### config.mk
export PLATFORM = sky130hd
export DESIGN_NAME = gcm_ghash_tag_engine
export DESIGN_NICKNAME = d
export VERILOG_FILES = /design/src/rtl/ggt_pkg.sv /design/src/rtl/ggt_gf_mul.sv /design/src/rtl/gcm_ghash_tag_engine.sv
export SDC_FILE = /design/constraint.sdc
export NUM_CORES = 2
export LEC_CHECK = 0
export ABC_AREA = 1
export BUFFER_PORTS_ARGS = -buffer_cell sky130_fd_sc_hd__buf_2
export CORE_ASPECT_RATIO = 0.6
export CORE_UTILIZATION = 55
export CTS_BUF_LIST = sky130_fd_sc_hd__clkbuf_8
export DETAILED_ROUTE_END_ITERATION = 8
export PLACE_DENSITY = 0.85
export SYNTH_ARGS = -nofsm -noshare
export SYNTH_HDL_FRONTEND = slang
export SYNTH_SLANG_ARGS = --single-unit
### constraint.sdc
create_clock -name clk -period 11.7 [get_ports clk]
set_clock_uncertainty 0.15 [all_clocks]
set_input_delay 1.755 -clock clk [delete_from_list [all_inputs] [get_ports clk]]
set_output_delay 1.755 -clock clk [all_outputs]
set_load 0.02 [all_outputs]
### src/rtl/ggt_pkg.sv
// Package for the GHASH tag engine: request codes, register indexes, widths and types.
// Depends on nothing; used by every module of the engine.
package ggt_pkg;

    localparam int COUNT_BITS_DEF = 32;

    localparam int BLOCK_BITS  = 128;
    localparam int HALF_BITS   = 64;
    localparam int BLOCK_BYTES = 16;
    localparam int VB_BITS     = 5;

    // GF(2^128) multiplier: one 8-bit digit of H per cycle.
    localparam int MUL_DIGIT = 8;
    localparam int MUL_STEPS = BLOCK_BITS / MUL_DIGIT;
    localparam int MUL_CNT_BITS = $clog2(MUL_STEPS);
    localparam logic [7:0] GF_POLY_BYTE = 8'hE1;

    // Stream widths.
    localparam int S_TDATA_BITS = 136;
    localparam int S_TUSER_BITS = 2;
    localparam int M_TDATA_BITS = 136;
    localparam int VB_LSB       = 2 * HALF_BITS;
    localparam int MATCH_BIT    = 2 * HALF_BITS;

    // Request codes carried in s_tuser.
    localparam logic [1:0] REQ_AAD    = 2'd0;
    localparam logic [1:0] REQ_TEXT   = 2'd1;
    localparam logic [1:0] REQ_FINISH = 2'd2;

    // Configuration register indexes.
    localparam int CFG_INDEX_BITS = 2;
    localparam logic [1:0] CFG_HASH_KEY_HIGH = 2'd0;
    localparam logic [1:0] CFG_HASH_KEY_LOW  = 2'd1;
    localparam logic [1:0] CFG_TAG_MASK_HIGH = 2'd2;
    localparam logic [1:0] CFG_TAG_MASK_LOW  = 2'd3;

    typedef enum logic [2:0] {
        ST_IDLE = 3'b001,
        ST_MUL  = 3'b010,
        ST_EMIT = 3'b100
    } state_t;

    typedef struct packed {
        logic start;
    } mul_ctl_t;

    typedef struct packed {
        logic busy;
        logic done;
    } mul_sts_t;

endpackage

### src/rtl/ggt_gf_mul.sv
// Digit-serial GF(2^128) multiplier (GCM bit order), 8 bits of H per cycle.
// Depends on ggt_pkg.
module ggt_gf_mul
    import ggt_pkg::*;
(
    input  logic                  clk,
    input  logic                  rst_n,
    input  mul_ctl_t              ctl,
    input  logic [BLOCK_BITS-1:0] a,
    input  logic [BLOCK_BITS-1:0] h,
    output mul_sts_t              sts,
    output logic [BLOCK_BITS-1:0] product
);

    logic [BLOCK_BITS-1:0]   v_reg, v_next;
    logic [BLOCK_BITS-1:0]   z_reg, z_next;
    logic [BLOCK_BITS-1:0]   h_reg, h_next;
    logic [MUL_CNT_BITS-1:0] cnt_reg, cnt_next;
    logic                    busy_reg, busy_next;
    logic                    done_reg, done_next;

    // One digit: eight shift-and-reduce steps, H bits taken from the top.
    always_comb
    begin
        logic [BLOCK_BITS-1:0] v;
        logic [BLOCK_BITS-1:0] z;
        v = v_reg;
        z = z_reg;
        for (int k = 0; k < MUL_DIGIT; k++)
        begin
            if (h_reg[BLOCK_BITS-1-k])
            begin
                z = z ^ v;
            end
            v = {1'b0, v[BLOCK_BITS-1:1]}
                ^ ({GF_POLY_BYTE, {(BLOCK_BITS-8){1'b0}}} & {BLOCK_BITS{v[0]}});
        end

        v_next    = v_reg;
        z_next    = z_reg;
        h_next    = h_reg;
        cnt_next  = cnt_reg;
        busy_next = busy_reg;
        done_next = 1'b0;
        if (ctl.start)
        begin
            v_next    = a;
            z_next    = '0;
            h_next    = h;
            cnt_next  = '0;
            busy_next = 1'b1;
        end
        else if (busy_reg)
        begin
            v_next   = v;
            z_next   = z;
            h_next   = {h_reg[BLOCK_BITS-MUL_DIGIT-1:0], {MUL_DIGIT{1'b0}}};
            cnt_next = cnt_reg + 1'b1;
            if (cnt_reg == MUL_CNT_BITS'(MUL_STEPS - 1))
            begin
                busy_next = 1'b0;
                done_next = 1'b1;
            end
        end
    end

    always_ff @(posedge clk or negedge rst_n)
    begin
        if (!rst_n)
        begin
            cnt_reg  <= '0;
            busy_reg <= 1'b0;
            done_reg <= 1'b0;
        end
        else
        begin
            cnt_reg  <= cnt_next;
            busy_reg <= busy_next;
            done_reg <= done_next;
        end
    end

    always_ff @(posedge clk)
    begin
        v_reg <= v_next;
        z_reg <= z_next;
        h_reg <= h_next;
    end

    assign sts.busy = busy_reg;
    assign sts.done = done_reg;
    assign product  = z_reg;

endmodule

### src/rtl/gcm_ghash_tag_engine.sv
// Top level of the GCM GHASH tag engine: request handling, counters, tag output.
// Depends on ggt_pkg and ggt_gf_mul.
//
//  Channel  | Signals                          | Carries
//  ---------+----------------------------------+-----------------------------------------
//  s_*      | s_tvalid s_tready s_tdata s_tuser | AAD, text and finish requests
//  m_*      | m_tvalid m_tready m_tdata         | computed tag and match flag (finish only)
//  cfg_*    | cfg_we cfg_index cfg_data         | hash subkey H and tag mask E_K(J0)
//
// A block request with one or more valid bytes holds the engine while the shared
// digit-serial multiplier works (one 8-bit digit of H per cycle) and while the
// product is written back. A finish request runs the same multiply, then presents
// its result as soon as the output register is free. Requests of unused type or
// with zero valid bytes are taken and change nothing.
// Reset clears the accumulator, the byte counters and the configuration registers.
// A stalled result stays in the output register; the engine goes on taking blocks.
module gcm_ghash_tag_engine
    import ggt_pkg::*;
#(
    parameter int COUNT_BITS = COUNT_BITS_DEF
)
(
    input  logic                      clk,
    input  logic                      rst_n,
    // Requests.
    input  logic                      s_tvalid,
    output logic                      s_tready,
    // s_tdata, lowest bit first: block_high[63:0], block_low[63:0], valid_bytes[4:0], pad
    input  logic [S_TDATA_BITS-1:0]   s_tdata,
    // s_tuser: req_type[1:0]
    input  logic [S_TUSER_BITS-1:0]   s_tuser,
    // Results.
    output logic                      m_tvalid,
    input  logic                      m_tready,
    // m_tdata, lowest bit first: tag_high[63:0], tag_low[63:0], tag_match, pad
    output logic [M_TDATA_BITS-1:0]   m_tdata,
    // Configuration writes.
    input  logic                      cfg_we,
    input  logic [CFG_INDEX_BITS-1:0] cfg_index,
    input  logic [HALF_BITS-1:0]      cfg_data
);

    state_t                state_reg, state_next;
    logic [BLOCK_BITS-1:0] accum_reg, accum_next;
    logic [COUNT_BITS-1:0] aad_reg, aad_next;
    logic [COUNT_BITS-1:0] text_reg, text_next;
    logic [BLOCK_BITS-1:0] rx_tag_reg, rx_tag_next;
    logic                  finish_reg, finish_next;
    logic [BLOCK_BITS-1:0] hkey_reg;
    logic [BLOCK_BITS-1:0] tmask_reg;
    logic                  m_valid_reg, m_valid_next;
    logic [BLOCK_BITS-1:0] out_tag_reg, out_tag_next;
    logic                  out_match_reg, out_match_next;

    logic [HALF_BITS-1:0]  blk_high;
    logic [HALF_BITS-1:0]  blk_low;
    logic [VB_BITS-1:0]    vb_raw;
    logic [VB_BITS-1:0]    vb;
    logic [BLOCK_BITS-1:0] blk;
    logic [BLOCK_BITS-1:0] blk_mask;
    logic [BLOCK_BITS-1:0] len_block;
    logic [COUNT_BITS:0]   count_sum;
    logic [COUNT_BITS-1:0] count_sat;
    logic [BLOCK_BITS-1:0] tag_value;
    logic                  accept;
    logic                  is_block;
    logic                  out_free;

    mul_ctl_t              mul_ctl;
    mul_sts_t              mul_sts;
    logic [BLOCK_BITS-1:0] mul_a;
    logic [BLOCK_BITS-1:0] mul_product;

    assign blk_high = s_tdata[HALF_BITS-1:0];
    assign blk_low  = s_tdata[2*HALF_BITS-1:HALF_BITS];
    assign vb_raw   = s_tdata[VB_LSB+VB_BITS-1:VB_LSB];
    assign blk      = {blk_high, blk_low};

    // Valid-byte counts above a full block count as a full block.
    assign vb = (vb_raw > VB_BITS'(BLOCK_BYTES)) ? VB_BITS'(BLOCK_BYTES) : vb_raw;

    // Byte 0 sits in the top eight bits of the block; trailing bytes are zeroed.
    always_comb
    begin
        for (int j = 0; j < BLOCK_BYTES; j++)
        begin
            blk_mask[BLOCK_BITS-1-8*j -: 8] = (VB_BITS'(j) < vb) ? 8'hFF : 8'h00;
        end
    end

    // The length block holds both counts in bits, AAD in the upper half.
    assign len_block = {HALF_BITS'({aad_reg, 3'b000}), HALF_BITS'({text_reg, 3'b000})};

    // Saturating byte count for whichever counter the request feeds.
    assign count_sum = (s_tuser == REQ_AAD) ? ({1'b0, aad_reg} + (COUNT_BITS+1)'(vb))
                                            : ({1'b0, text_reg} + (COUNT_BITS+1)'(vb));
    assign count_sat = count_sum[COUNT_BITS] ? {COUNT_BITS{1'b1}}
                                             : count_sum[COUNT_BITS-1:0];

    assign s_tready = (state_reg == ST_IDLE);
    assign accept   = s_tvalid && s_tready;
    assign is_block = ((s_tuser == REQ_AAD) || (s_tuser == REQ_TEXT)) && (vb_raw != '0);
    assign out_free = !m_valid_reg || m_tready;

    assign tag_value = accum_reg ^ tmask_reg;

    always_comb
    begin
        state_next     = state_reg;
        accum_next     = accum_reg;
        aad_next       = aad_reg;
        text_next      = text_reg;
        rx_tag_next    = rx_tag_reg;
        finish_next    = finish_reg;
        m_valid_next   = m_valid_reg && !m_tready;
        out_tag_next   = out_tag_reg;
        out_match_next = out_match_reg;
        mul_ctl.start  = 1'b0;
        mul_a          = accum_reg ^ (blk & blk_mask);

        case (state_reg)
            ST_IDLE:
            begin
                if (accept && is_block)
                begin
                    mul_ctl.start = 1'b1;
                    finish_next   = 1'b0;
                    state_next    = ST_MUL;
                    if (s_tuser == REQ_AAD)
                    begin
                        aad_next = count_sat;
                    end
                    else
                    begin
                        text_next = count_sat;
                    end
                end
                else if (accept && (s_tuser == REQ_FINISH))
                begin
                    mul_a         = accum_reg ^ len_block;
                    mul_ctl.start = 1'b1;
                    finish_next   = 1'b1;
                    rx_tag_next   = blk;
                    state_next    = ST_MUL;
                end
            end
            ST_MUL:
            begin
                if (mul_sts.done)
                begin
                    accum_next = mul_product;
                    state_next = finish_reg ? ST_EMIT : ST_IDLE;
                end
            end
            ST_EMIT:
            begin
                // Wait for the output register, then hand out the tag and start over.
                if (out_free)
                begin
                    m_valid_next   = 1'b1;
                    out_tag_next   = tag_value;
                    out_match_next = (tag_value == rx_tag_reg);
                    accum_next     = '0;
                    aad_next       = '0;
                    text_next      = '0;
                    state_next     = ST_IDLE;
                end
            end
            default:
            begin
                state_next = ST_IDLE;
            end
        endcase
    end

    always_ff @(posedge clk or negedge rst_n)
    begin
        if (!rst_n)
        begin
            state_reg   <= ST_IDLE;
            accum_reg   <= '0;
            aad_reg     <= '0;
            text_reg    <= '0;
            finish_reg  <= 1'b0;
            m_valid_reg <= 1'b0;
            hkey_reg    <= '0;
            tmask_reg   <= '0;
        end
        else
        begin
            state_reg   <= state_next;
            accum_reg   <= accum_next;
            aad_reg     <= aad_next;
            text_reg    <= text_next;
            finish_reg  <= finish_next;
            m_valid_reg <= m_valid_next;
            if (cfg_we)
            begin
                case (cfg_index)
                    CFG_HASH_KEY_HIGH: hkey_reg[BLOCK_BITS-1:HALF_BITS]  <= cfg_data;
                    CFG_HASH_KEY_LOW:  hkey_reg[HALF_BITS-1:0]           <= cfg_data;
                    CFG_TAG_MASK_HIGH: tmask_reg[BLOCK_BITS-1:HALF_BITS] <= cfg_data;
                    CFG_TAG_MASK_LOW:  tmask_reg[HALF_BITS-1:0]          <= cfg_data;
                    default:           hkey_reg                          <= hkey_reg;
                endcase
            end
        end
    end

    always_ff @(posedge clk)
    begin
        rx_tag_reg    <= rx_tag_next;
        out_tag_reg   <= out_tag_next;
        out_match_reg <= out_match_next;
    end

    ggt_gf_mul u_gf_mul
    (
        .clk     (clk),
        .rst_n   (rst_n),
        .ctl     (mul_ctl),
        .a       (mul_a),
        .h       (hkey_reg),
        .sts     (mul_sts),
        .product (mul_product)
    );

    assign m_tvalid = m_valid_reg;
    assign m_tdata  = {{(M_TDATA_BITS-MATCH_BIT-1){1'b0}}, out_match_reg,
                       out_tag_reg[HALF_BITS-1:0], out_tag_reg[BLOCK_BITS-1:HALF_BITS]};

endmodule

Yosys cells after proc, flatten, opt, wreduce, memory -nomap -nowiden

Index checks and enable logic that the tools add are counted.

Flip-flop bits (word level): 1100
Latch bits: 0
Memory bits (writable): 0
ROM bits: 0
Input bits: 209
Output and inout bits: 138
Logic and storage cells: 168
Memories: 0

Add/sub/neg operators: 3
Multipliers: 0
Divide/modulo/power cells: 0
Magnitude comparators: 17
Eq/ne operators: 16
Shift-type cells: 0
Muxes and demuxes: 65
Bitwise gates (word level): 21
Reductions and logical operators: 27

Operator list:

| operator                                           | number |
|---|---|
| two-way mux 128 bit                                | 17 |
| bitwise XOR 128 bit                                | 10 |
| bitwise XOR 127 x 128 -> 128 bit                   | 8 |
| case mux 128 bit (2 select lines)                  | 1 |
| two-way mux 32 bit                                 | 6 |
| AND 128 bit                                        | 1 |
| equality test 128 bit                              | 1 |
| two-way mux 8 bit                                  | 16 |
| case mux 32 bit (2 select lines)                   | 2 |
| bitwise XOR 128 x 99 -> 128 bit                    | 1 |
| adder 32 x 5 -> 33 bit                             | 2 |
| < comparator 4 x 5 -> 1 bit (first input constant) | 8 |
| two-way mux 33 bit                                 | 1 |
| < comparator 3 x 5 -> 1 bit (first input constant) | 4 |
| two-way mux 3 bit                                  | 5 |
| two-way mux 1 bit                                  | 13 |
| AND reduction 2 bit                                | 6 |
| < comparator 1 x 5 -> 1 bit (first input constant) | 2 |
| < comparator 2 x 5 -> 1 bit (first input constant) | 2 |
| case mux 3 bit (3 select lines)                    | 1 |
| AND reduction 3 bit                                | 3 |
| two-way mux 4 bit                                  | 2 |
| AND reduction 4 bit                                | 2 |
| nonzero test 2 bit                                 | 4 |
| other kinds (18)                                   | 31 |

Logic depth before layout (Yosys ltp)

Word-level depth: 16
Depth in mapped cells: 22
Mapped depth without buffers: 19

Hierarchy

From an unflattened synthesis, not the netlist that was laid out.

Cells, all modules: 8172
Area, all modules: 64165.3 µm²

Modules (own cells, without submodules):

| module               | times used | cells each | area an instance (µm²) | seq. area each (µm²) |
|---|---|---|---|---|
| gcm_ghash_tag_engine | 1          | 3386       | 32388.6                | 19054.5 |
| ggt_gf_mul           | 1          | 4786       | 31776.7                | 10400.0 |

Worst setup path after synthesis

Ideal clock, no wire load.

Kind: in2reg
Start: input s_tdata[129]
End: register u_gf_mul.h_reg[0], enable pin
Library setup time: 1.950 ns
Arrival: 7.130 ns
Data required time: 9.600 ns
Setup slack: 2.470 ns
Cell stages on the path: 10
Buffers on the path: 2
Path through: nor2_2 nand3_1 nor2_1 inv_2 nand3_1 nand2_1 inv_2 buf_2 clkbuf_1 nand2_1

Longest elaborated chain between the ends: 6

RTL lines:

| element                      | line                        | text |
|---|---|---|
| from (decl)                  | gcm_ghash_tag_engine.sv:29  | `input logic [S_TDATA_BITS-1:0] s_tdata,` |
| nonzero test 5 bit           | gcm_ghash_tag_engine.sv:102 | `assign is_block = ((s_tuser == REQ_AAD) \|\| (s_tuser == REQ_TEXT)) && (vb_raw != '0);` |
| logical AND 1 bit            | gcm_ghash_tag_engine.sv:102 |  |
| logical AND 1 bit            | gcm_ghash_tag_engine.sv:124 | `if (accept && is_block)` |
| two-way mux 1 bit            | gcm_ghash_tag_engine.sv:124 |  |
| two-way mux 1 bit            | gcm_ghash_tag_engine.sv:121 | `case (state_reg)` |
| nonzero test 2 bit (no line) | -                           |  |
| to (signal assigned)         | ggt_gf_mul.sv:87            | `h_reg <= h_next;` |
| to (decl)                    | ggt_gf_mul.sv:17            | `logic [BLOCK_BITS-1:0] h_reg, h_next;` |

No other way between the ends.
A chain may end at the register's enable or synchronous reset.

Worst setup path after layout

Start: input s_tuser[1]
End: register aad_reg[5]

Longest elaborated chain between the ends: 6
Elaborated cells on any way between the ends: 13
Classes of those cells: 3 x eq/ne; 5 x mux; 5 x reduce/logical

RTL lines:

| element                                                                 | line                                                                                 | text |
|---|---|---|
| from (decl)                                                             | gcm_ghash_tag_engine.sv:31                                                           | `input logic [S_TUSER_BITS-1:0] s_tuser,` |
| zero test 2 bit or equality test 2 x 1 -> 1 bit (tied branches)         | gcm_ghash_tag_engine.sv:95, gcm_ghash_tag_engine.sv:102, gcm_ghash_tag_engine.sv:129 |  |
| two-way mux 33 bit or logical OR 1 bit (tied branches)                  | gcm_ghash_tag_engine.sv:95, gcm_ghash_tag_engine.sv:102                              |  |
| two-way mux 32 bit or logical AND 1 bit (tied branches)                 | gcm_ghash_tag_engine.sv:97, gcm_ghash_tag_engine.sv:102                              |  |
| two-way mux 32 bit or logical AND 1 bit (tied branches)                 | gcm_ghash_tag_engine.sv:129, gcm_ghash_tag_engine.sv:124                             |  |
| two-way mux 32 bit or != test 2 x 1 -> 1 bit (tied branches)            | -                                                                                    |  |
| case mux 32 bit (2 select lines) or AND reduction 4 bit (tied branches) | -                                                                                    |  |
| to (signal assigned)                                                    | gcm_ghash_tag_engine.sv:193                                                          | `aad_reg <= aad_next;` |
| to (decl)                                                               | gcm_ghash_tag_engine.sv:45                                                           | `logic [COUNT_BITS-1:0] aad_reg, aad_next;` |

Parallel ways exist; a longest one is shown, timed or not. The select of a mux whose other input is x is not followed.

==> results.txt <==
vias in the first global route -> 51040
layout net count -> 7805
Crit Path Category -> input port to register
Post-Syn Area -> 0.06255 mm2
DP Cell Count -> 8932
initial antenna violation count -> 27
Final Non-Filler Cells -> 9241
gr usage total -> 0.3884
unique cell type count in the Yosys netlist -> 43
Crit Path Max Fanout -> 52
slowest stage delay, CP -> 0.65 ns
CTS tree -> yes
Post-CTS Setup Bufs -> 0
vias after detailed routing -> 55330
fmax -> 0.1860 GHz
status -> finished with violations
most frequent CP cell -> nand2_1
Critical Path RT -> 12.29 ns
Slew HR -> 0.1320
Rows -> 95
P_leak -> 0.03079 uW
Final min period -> 5.376 ns
cts bufs inserted -> 158
reg-to-reg startpoint -> state_reg[0]$_DFFE_PN1P_
Total Neg Setup Slack -> 0 ns
clock share of power -> 0.145
worst slew pin tran -> 1.298 ns
Avg Cell Area, Syn -> 8.335 um2
clock latency on the worst-skew pair -> 0.91 ns
die height -> 263.2 um
first-pass GRT wire length -> 330.3 mm
DPL Wire Length -> 156.6 mm
synthesis-stage register bit count -> 1100
Worst VDD drop -> 194.5 uV
Hold Crit Start -> finish_reg$_DFFE_PN0P_
Critical R2R Capture -> u_gf_mul.h_reg[44]$_DFFE_PP_
CP max-delay cell -> buf_4
initial core utilization -> 0.5568
port bufs -> 336
DR pass1 iterations -> 9
fraction of layout cells with a size suffix above 1 -> 0.08870
yosys warns -> 0
Reg2Reg Depth -> 7
reg2reg setup slack -> 7.32 ns
mean number of vias per cell -> 5.987
Internal Power -> 11480 uW
failing checks -> design-rule violations
DR WL/cell -> 24.79 um
hold-critical path depth -> 2
RSZ-0062 raised after global routing -> false
Hold-fix buffers, CTS -> 0
aggregate global routing overflow -> 0
post-synthesis instance total -> 7504
Flop pwr share -> 0.330
core area -> 0.1123 mm2
Initial DRC Count -> 9625
cells resized by post-CTS repair -> 0
Antenna Nets Post-Route -> 0
Die X -> 437.4 um
Total Routed Length -> 229.1 mm
CTS root buf -> clkbuf_8
sequential area share after synthesis -> 0.4709
CP delay by family, top -> simple AND/OR/NAND/NOR gates
ys async rst share -> 0.4173
clock-pin slew on the worst setup and hold paths -> 0.06 ns
WHS Endpoint -> finish_reg$_DFFE_PN0P_
Worst Hold Class -> register to register
largest net degree at the start of global routing -> 165
H-tree depth -> 4
EDFF count, synth -> 513
Final Slew Violations -> 0
CP arrival -> 5.97 ns
Final Hold Fails -> 0
final worst-path cycle share -> 0.4595
area grow syn2layout -> 8.583%
Psw -> 10680 uW
die area -> 0.1151 mm2
critical path endpoint category -> register
Clock Sink Count -> 1100
clk buf depth -> 3
Buf/Inv on CP -> 4
combinational power share -> 0.525
Switching Share -> 0.4819
final setup fails -> 0
Top FF cell, synth -> edfxtp_1
I/O pins -> 347
DR DRC count -> 38
max cap viols -> 0
pwr dens -> 326.2 mW/mm2
CP startpoint kind -> input port
placer congestion estimate -> 1.038
critical-path cell list -> buf_2 -> nor2_4 -> buf_4 -> o21ai_0 -> ha_1 -> fa_1 -> nand3_1 -> nand2_1 -> nand2_1 -> nand2_1 -> nand3_2 -> inv_2 -> nand2_1 -> inv_2 -> nand2_4 -> o21ai_0 -> nand3_1 -> o21ai_0
## cell usage after synthesis, types with 14 or more instances
master / number / area, um2
nand2_1: 2516 / 9444
xor2_1: 829 / 7261
inv_1: 570 / 2140
xnor2_1: 537 / 4703
edfxtp_1: 513 / 15400
o21ai_0: 499 / 2497
dfrtp_1: 458 / 11460
nand3_1: 304 / 1521
clkbuf_1: 270 / 1013
nor2_1: 226 / 848.3
a21oi_1: 201 / 1006
dfxtp_1: 128 / 2562
buf_2: 117 / 585.6
buf_1: 76 / 285.3
o22ai_1: 65 / 406.6
o21ai_1: 33 / 165.2
nand4_1: 30 / 187.7
a31oi_1: 16 / 100.1
nand3b_1: 16 / 120.1
o21ai_2: 14 / 122.6
## layer usage
metal	vias up	part of all wire	GRT usage
met3	839	0.19	0.1665
met1	25870	0.36	0.5252
met4	18	0.064	0.2183
met2	4862	0.39	0.5160
met5	-	0.0013	0.01075
li1	23730	-	-
## cell families (layout without fill, tap and decap cells)
logic type / count (synthesis) / after routing / share of synthesized area
fa+ha+maj: 7 / 7 / 0.001520
simple gates: 3129 / 3129 / 0.1982
flops: 1100 / 1100 / 0.4709
xor+xnor: 1366 / 1366 / 0.1913
buf+inv: 1062 / 1275 / 0.06775
other cells: 1 / 22 / 0.00005995
compound gates: 839 / 839 / 0.07025
## power by group through the flow
stage / clock, uW / combinational [uW] / sequential (uW)
after global placement: 0 / 10600 / 7150
after floorplan: 0 / 9070 / 6230
after CTS: 3170 / 11200 / 7140
after global routing: 3330 / 12700 / 7320
final: 3210 / 11600 / 7320
after detailed placement: 0 / 11100 / 7200
## layout make-up
cell class,count,area (um2)
Fill cell,9160,44410
Sequential cell,1100,29460
Multi-Input combinational cell,5348,28960
Clock buffer,188,2587
Timing Repair Buffer,401,2205
Inverter,580,2200
Tap cell,1503,1881
Clock inverter,106,591.8
Antenna cell,15,37.54
## metrics by stage
| stage | power [uW] | worst slack (ns) | hold WS [ns] | instance area (um2) | utilization |
|---|---|---|---|---|---|
| 3_3_place_gp | 17780 | 5.704 | 0.3128 | 64700 | 0.5760 |
| 4_1_cts | 21550 | 6.569 | 0.3286 | 67880 | 0.6043 |
| 2_1_floorplan | 15290 | 2.470 | 0.2922 | 62570 | - |
| 6_report | 22160 | 6.324 | 0.3349 | 67920 | 0.6046 |
| 3_5_place_dp | 18310 | 5.631 | 0.3129 | 64700 | 0.5760 |
| 5_1_grt | 23300 | 6.147 | 0.3570 | 67900 | 0.6045 |
## tightest hold or removal path, cell delays in order, from the launching register on
cell and delay (ns):
dfrtp_1 0.35, nand2_1 0.05, nand2_1 0.05
## worst max path at each step
stage	endpoint	start	cells past startpoint	slack, ns
2_1_floorplan	u_gf_mul.h_reg[0]$_SDFFCE_PN0P_	s_tdata[129]	10	2.47
3_3_place_gp	aad_reg[5]$_DFFE_PN0P_	s_tuser[1]	18	5.70
3_5_place_dp	text_reg[6]$_DFFE_PN0P_	s_tuser[1]	18	5.63
4_1_cts	text_reg[6]$_DFFE_PN0P_	s_tuser[1]	18	6.57
5_1_grt	aad_reg[5]$_DFFE_PN0P_	s_tuser[1]	18	6.15
6_report	aad_reg[5]$_DFFE_PN0P_	s_tuser[1]	18	6.32
## cells in the final DEF (no fill, tap or decap), types with 188 or more instances in the layout
cell,n
o21ai_0,499
clkbuf_8,188
nor2_1,226
xnor2_1,537
nand2_1,2508
nand3_1,302
a21oi_1,200
inv_1,616
dfrtp_1,457
xor2_1,829
buf_2,335
edfxtp_1,513
(Power assumes the default switching activity.)
